<file path="src/sv/pfla_pkg.sv">
// ----------------------------------------------------------------------------
// pfla_pkg
// shared widths, operation and status codes, controller/datapath interface
// ----------------------------------------------------------------------------
package pfla_pkg;

  localparam int PAGE_W  = 12;
  localparam int COUNT_W = 13;
  localparam int OP_W    = 2;
  localparam int STAT_W  = 2;

  // the reserved code is served by a default arm
  typedef enum logic [OP_W-1:0] {
    OP_FORMAT = 2'd0,
    OP_ALLOC  = 2'd1,
    OP_FREE   = 2'd2
  } op_e;

  typedef enum logic [STAT_W-1:0] {
    STAT_OK          = 2'd0,
    STAT_UNFORMATTED = 2'd1,
    STAT_NO_SPACE    = 2'd2,
    STAT_BAD_PAGE    = 2'd3
  } status_e;

  typedef struct packed {
    logic    capture;
    logic    start_format;
    logic    start_grow;
    logic    sweep_step;
    logic    pop_read;
    logic    pop_finish;
    logic    push;
    logic    set_status;
    status_e status_code;
    logic    load_out;
  } ctrl_cmd_t;

  typedef struct packed {
    op_e  op;
    logic formatted;
    logic head_zero;
    logic grow_ok;
    logic page_bad;
    logic sweep_last;
  } dp_stat_t;

endpackage

</file>
<file path="src/sv/pfla_ctrl.sv">
// ----------------------------------------------------------------------------
// pfla_ctrl
// sequencer for format, allocate, free and link sweeps; owns the handshakes
// ----------------------------------------------------------------------------
module pfla_ctrl (
  input  logic                clk_i,
  input  logic                rst_ni,
  input  logic                in_valid_i,
  output logic                in_ready_o,
  output logic                out_valid_o,
  input  logic                out_ready_i,
  input  pfla_pkg::dp_stat_t  stat_i,
  output pfla_pkg::ctrl_cmd_t cmd_o
);
  import pfla_pkg::*;

  typedef enum logic [5:0] {
    S_IDLE  = 6'b000001,
    S_EXEC  = 6'b000010,
    S_SWEEP = 6'b000100,
    S_POP   = 6'b001000,
    S_DONE  = 6'b010000,
    S_SPARE = 6'b100000
  } state_e;

  state_e    state_q, state_d;
  logic      out_valid_q, out_valid_d;
  ctrl_cmd_t cmd;

  always_comb begin
    state_d     = state_q;
    cmd         = '0;
    cmd.status_code = STAT_OK;
    in_ready_o  = 1'b0;
    out_valid_d = out_valid_q & ~out_ready_i;
    unique case (state_q)
      S_IDLE: begin
        in_ready_o = 1'b1;
        if (in_valid_i) begin
          cmd.capture = 1'b1;
          state_d     = S_EXEC;
        end
      end
      S_EXEC: begin
        cmd.set_status = 1'b1;
        state_d        = S_DONE;
        unique case (stat_i.op)
          OP_FORMAT: begin
            cmd.start_format = 1'b1;
            state_d          = S_SWEEP;
          end
          OP_ALLOC: begin
            if (!stat_i.formatted) begin
              cmd.status_code = STAT_UNFORMATTED;
            end else if (stat_i.head_zero) begin
              if (stat_i.grow_ok) begin
                cmd.start_grow = 1'b1;
                state_d        = S_SWEEP;
              end else begin
                cmd.status_code = STAT_NO_SPACE;
              end
            end else begin
              cmd.pop_read = 1'b1;
              state_d      = S_POP;
            end
          end
          OP_FREE: begin
            if (!stat_i.formatted) begin
              cmd.status_code = STAT_UNFORMATTED;
            end else if (stat_i.page_bad) begin
              cmd.status_code = STAT_BAD_PAGE;
            end else begin
              cmd.push = 1'b1;
            end
          end
          default: begin
            cmd.status_code = STAT_OK;
          end
        endcase
      end
      S_SWEEP: begin
        cmd.sweep_step = 1'b1;
        if (stat_i.sweep_last) begin
          state_d = (stat_i.op == OP_ALLOC) ? S_EXEC : S_DONE;
        end
      end
      S_POP: begin
        cmd.pop_finish = 1'b1;
        state_d        = S_DONE;
      end
      S_DONE: begin
        if (!out_valid_q || out_ready_i) begin
          cmd.load_out = 1'b1;
          out_valid_d  = 1'b1;
          state_d      = S_IDLE;
        end
      end
      default: begin
        state_d = S_IDLE;
      end
    endcase
  end

  always_ff @(posedge clk_i or negedge rst_ni) begin
    if (!rst_ni) begin
      state_q     <= S_IDLE;
      out_valid_q <= 1'b0;
    end else begin
      state_q     <= state_d;
      out_valid_q <= out_valid_d;
    end
  end

  assign out_valid_o = out_valid_q;
  assign cmd_o       = cmd;

endmodule

</file>
<file path="config.mk">
export PLATFORM = sky130hd
export DESIGN_NAME = pfla_ctrl
export DESIGN_NICKNAME = d
export VERILOG_FILES = /design/src/sv/pfla_pkg.sv /design/src/sv/pfla_ctrl.sv
export SDC_FILE = /design/constraint.sdc
export NUM_CORES = 1
export LEC_CHECK = 0
export ABC_CLOCK_PERIOD_IN_PS = 1400
export BUFFER_PORTS_ARGS = -buffer_cell sky130_fd_sc_hd__buf_2
export CAP_MARGIN = 20
export CORE_MARGIN = 2
export CORE_UTILIZATION = 25
export CTS_BUF_LIST = sky130_fd_sc_hd__clkbuf_16
export DETAILED_ROUTE_END_ITERATION = 8
export GPL_ROUTABILITY_DRIVEN = 0
export PLACE_DENSITY = 0.54
export SLEW_MARGIN = 20
export SYNTH_ARGS = -nofsm -noshare
export SYNTH_HDL_FRONTEND = slang
export SYNTH_SLANG_ARGS = --single-unit
</file>
<file path="constraint.sdc">
create_clock -name clk_i -period 1.4 [get_ports clk_i]
set_clock_uncertainty 0.1 [all_clocks]
set_input_delay 0.28 -clock clk_i [delete_from_list [all_inputs] [get_ports clk_i]]
set_output_delay 0.28 -clock clk_i [all_outputs]
set_load 0.01 [all_outputs]
</file>
Word-level counts from Yosys, hierarchy flattened
Cells that the tools add are included.
- input port bits: 11
- flip-flop bits (word level): 7
- word-level logic and storage cells: 56
- output and inout bits: 13
- reduce and logical (&&, ||, !) cells: 4
- bitwise logic cells: 2
- multiplexer cells: 38
- eq/ne operators: 10
- operators with widths (kind ; number):
    $mux 6 ; 5
    $pmux 6 s5 ; 1
    $mux 1 ; 21
    $mux 2 ; 6
    $pmux 6 s2 ; 1
    $mux 5 ; 2
    $eq 6x1->1 const B ; 1
    $eq 6x2->1 const B ; 1
    $eq 6x3->1 const B ; 1
    $eq 6x4->1 const B ; 1
    $eq 6x5->1 const B ; 1
    $ne 2x2->1 const B ; 3
    $mux 4 ; 1
    $pmux 2 s2 ; 1
    $reduce_and 3->1 ; 1
    $eq 2x1->1 const B ; 1
    $eq 2x2->1 const B ; 1
    $logic_not 2->1 ; 1
    $and 1x1->1 ; 1
    $logic_not 1->1 ; 1
    $logic_or 1x1->1 ; 1
    $not 1->1 ; 1

Depth between registers and ports, before layout
- word-level depth: 5
- depth in mapped cells: 6
- gate-level depth less buffers: 6

Worst setup path after synthesis
No wires, ideal clock.
- kind: reg2out
- from: reg state_q[4]
- to: out cmd_o[4] (netlist bit)
- setup slack: -0.256 ns
- arrival time: 1.276 ns
- stages on the path, launching flop included: 4
- buffers on the path: 0
- data required time: 1.020 ns
- cells stage by stage: dfrtp_1 > nor4_4 > nand2_2 > nor3b_2
- RTL lines (element ; RTL line ; RTL):
    from (decl) ; pfla_ctrl.sv:26 ; state_e state_q, state_d;
    from (signal assigned) ; pfla_ctrl.sv:109 ; state_q <= state_d;
    to (decl) ; pfla_ctrl.sv:13 ; output pfla_pkg::ctrl_cmd_t cmd_o

==> implementation parameters <==
Parameter                              Value

Route
  DRC marker count from the first detailed-route iteration    12
  First-pass detailed-route iteration total    4
  Total Routed Length    1580 um
  Number of vias per cell    4.42
  Number of nets with antenna violations after routing    0
  Wire length per cell after detailed routing    11.8 um
  Overall via count from detail_route    592
  DRC violation count after routing    0

Critical path
  Required arrival time at the worst endpoint    1.02 ns
  Nature of the critical path startpoint    flip-flop
  WP data arrival    1.43 ns
  Capturing element type of the critical path    output pin
  R2R cell count    7
  Category of the critical setup timing path    flip-flop to output pin
  Critical Path Fanout Max    4
  Register-to-Register Setup Slack    -0.22 ns
  R2R Path End    state_q[3]
  Reg-to-reg critical path startpoint    state_q[2]

Synthesis
  Mapped Cells    57
  Warnings from Yosys    0
  Post-synthesis instance area    488 um^2
  Post-synth cell types    26
  Average size of a mapped cell    8.56 um^2
  Multiplexer area fraction after synthesis    0
  Post-synthesis compound-gate area fraction    0.159
  XOR/XNOR Fraction of Synth Area    0
  Fraction of the mapped netlist area in adder cells    0.0769
  Number of synthesized register bits    6
  Simple-gate share of the synthesized area    0.400
  Largest family of logic cells by synthesized area    simple AND/OR/NAND/NOR gates
  Share of the yosys chip area belonging to registers    0.310
  Net count after synthesis    71

Clock tree
  TritonCTS clock tree    yes
  CTS buffer count    3
  Largest buffer count on any clock path    2
  Number of sinks handled by clock tree synthesis    6
  Clk Tree Root Cell    clkbuf_16
  Latest clock arrival within the worst-skew pair    0.22 ns
  Total number of H-tree levels    1
  Reg clk slew, reported paths    0.03 ns

Floorplan
  Core Box Area    between 0.0015 and 0.002 mm^2
  Area enclosed by the die boundary    between 0.002 and 0.0025 mm^2
  Row Count    15
  Starting density of the core    0.274
  Number of top-level design ports    24
  Die height    around 48 um
  Width of the die    48.2 um

Pwr
  Combinational Power Share    0.514
  Clock network fraction of design power    0.298
  Cell internal pwr    1.05 mW
  Total power divided by cell area    1490 mW/mm^2
  Static Leakage    0.525 nW
  Switching Share    0.321
  VDD IR max    1470 uV
  Share of total power in sequential cells    0.189
  Net Switching    between 0.4 and 0.5 mW

Hold path
  Tightest Hold Check Type    primary input to flip-flop
  Sink of the worst hold path    state_q[3]
  Cell depth of the worst hold path    2
  Hold path start    stat_i[3]

Global routing
  Global Route Usage Sum    0.156
  Largest net degree at the start of global routing    7
  Gr ovfl total    0
  Global-route wire length before repair    2510 um
  Antenna violations before repair    0
  Number of global-route vias before repair    585

Timing
  Final min period    1.81 ns
  Post-route worst setup slack    -0.407 ns
  Setup repair after global routing missed its margin    true
  Final Hold Violating Endpoints    0
  Final setup viols    17
  Upper clock frequency limit    0.553 GHz
  Worst hold slack    0.196 ns
  Slew at the pin with the worst max-slew slack    between 0.4 and 0.5 ns
  Slew headroom    0.727
  Share of the clock period used by the worst path after layout    1.29
  Slew Viols, Final    0

Final layout
  Top library cells by usage in the layout, fill and taps aside    buf_2, buf_4, buf_6
  Layout cells sized above 1    0.670
  Area Overhead vs Synth    112%
  Diode count    0
  Post-layout net count    about 120
  Final-layout fill cell count    roughly 160

Place
  Estimated wirelength of the detail-placed design    1040 um
  Port Buffer Count    23
  Pre-CTS WS    -0.165 ns

Job
  Number of max-cap violations    0

Status
  Outcome    finished with violations
  Failing checks    negative setup slack
-- how the worst max path moves through the flow --
| stage | startpoint | endpoint | cells past startpoint | slack (ns) |
|---|---|---|---|---|
| 2_1_floorplan | state_q[4] | cmd_o[4] | 3 | -0.25 |
| 3_3_place_gp | state_q[4] | cmd_o[6] | 4 | -0.14 |
| 3_5_place_dp | stat_i[6] | cmd_o[2] | 8 | -0.17 |
| 4_1_cts | state_q[4] | cmd_o[4] | 4 | -0.40 |
| 5_1_grt | state_q[2] | cmd_o[1] | 5 | -0.48 |
| 6_report | state_q[2] | cmd_o[1] | 5 | -0.41 |
-- critical path, stage by stage, from the launching register on --
cell      delay (ns)
dfrtp_1         0.39
nand2b_4        0.16
nor4_4          0.19
buf_4           0.20
and3_4          0.17
buf_6           0.09
-- flip-flops by register name, summed over array words and instances (netlist names) --
signal / count
state_q: 5
out_valid_o: 1
-- cell families after synthesis --
kind of cell | count (synthesis)
AOI/OAI and AO/OA | 11
buffers and inverters | 7
DFF | 6
and+or+nand+nor | 30
adders and majority gates | 3
-- through the flow --
stage | total power [mW] | cell area, um^2 | instances | TNS, ns | utilization
floorplan | 0.529 | 494 | 57 | -1.11 | -
global placement | 0.751 | 746 | 119 | -1.21 | 0.418
detailed placement | 0.751 | 746 | 119 | -1.24 | 0.418
CTS | 1.44 | 973 | 132 | -4.18 | 0.546
global route | 1.64 | 1040 | 134 | -5.90 | 0.581
finish | 1.54 | 1040 | 134 | -4.62 | 0.581
-- synth_stat cells --
cell type | n | share of area
and3b_1 | 1 | 0.018
nand2_1 | 5 | 0.038
o221ai_1 | 1 | 0.018
a21oi_1 | 1 | 0.010
nand2b_1 | 2 | 0.026
nand2_2 | 1 | 0.013
nor4_1 | 1 | 0.013
nor3_1 | 1 | 0.010
a31o_1 | 1 | 0.018
dfrtp_1 | 5 | 0.26
dfstp_2 | 1 | 0.054
o21ai_0 | 4 | 0.041
ha_1 | 3 | 0.077
nand2b_4 | 1 | 0.028
and3_1 | 1 | 0.013
nor2_1 | 8 | 0.062
a32oi_1 | 1 | 0.018
a32o_1 | 1 | 0.021
nor4_4 | 1 | 0.044
nor2b_1 | 1 | 0.013
o21ba_1 | 1 | 0.021
inv_1 | 7 | 0.054
nor3b_2 | 3 | 0.077
o22ai_1 | 1 | 0.013
nand3b_1 | 1 | 0.015
nand3_1 | 3 | 0.031
-- power groups by stage --
stage	Combinational, mW	Clock, mW	Sequential [mW]
floorplan	0.245	0	0.285
global placement	0.472	0	0.279
detailed placement	0.472	0	0.279
CTS	0.690	0.468	0.282
global route	0.856	0.481	0.299
finish	0.793	0.459	0.291
-- final cells by class --
class                   count  area [um^2]  share of cell area
inverters                   7         26.3              0.0254
clock buffers               3         75.1              0.0725
well taps                  25         31.3              0.0302
repair buffers             48          349               0.337
clock inverters             1         3.75             0.00362
flip-flops and latches      6          151               0.146
multi-input cells          44          399               0.385
-- metal layers --
metal  track usage  part of all wire  vias up
met1         0.200              0.43      277
met4        0.0324                 0        0
li1              -                 -      306
met2         0.261              0.55        9
met5             0                 0        -
met3        0.0444             0.019        0
-- repair_timing --
item / in CTS / in global routing
hold buffers: 1 / 0
hold endpoints to repair: 6 / 0
setup endpoints to repair: 15 / 17
resized for setup: 19 / 11
pin swaps: 7 / 9
setup buffers: 8 / 3
Note: power is estimated with default switching activity, not from simulation.
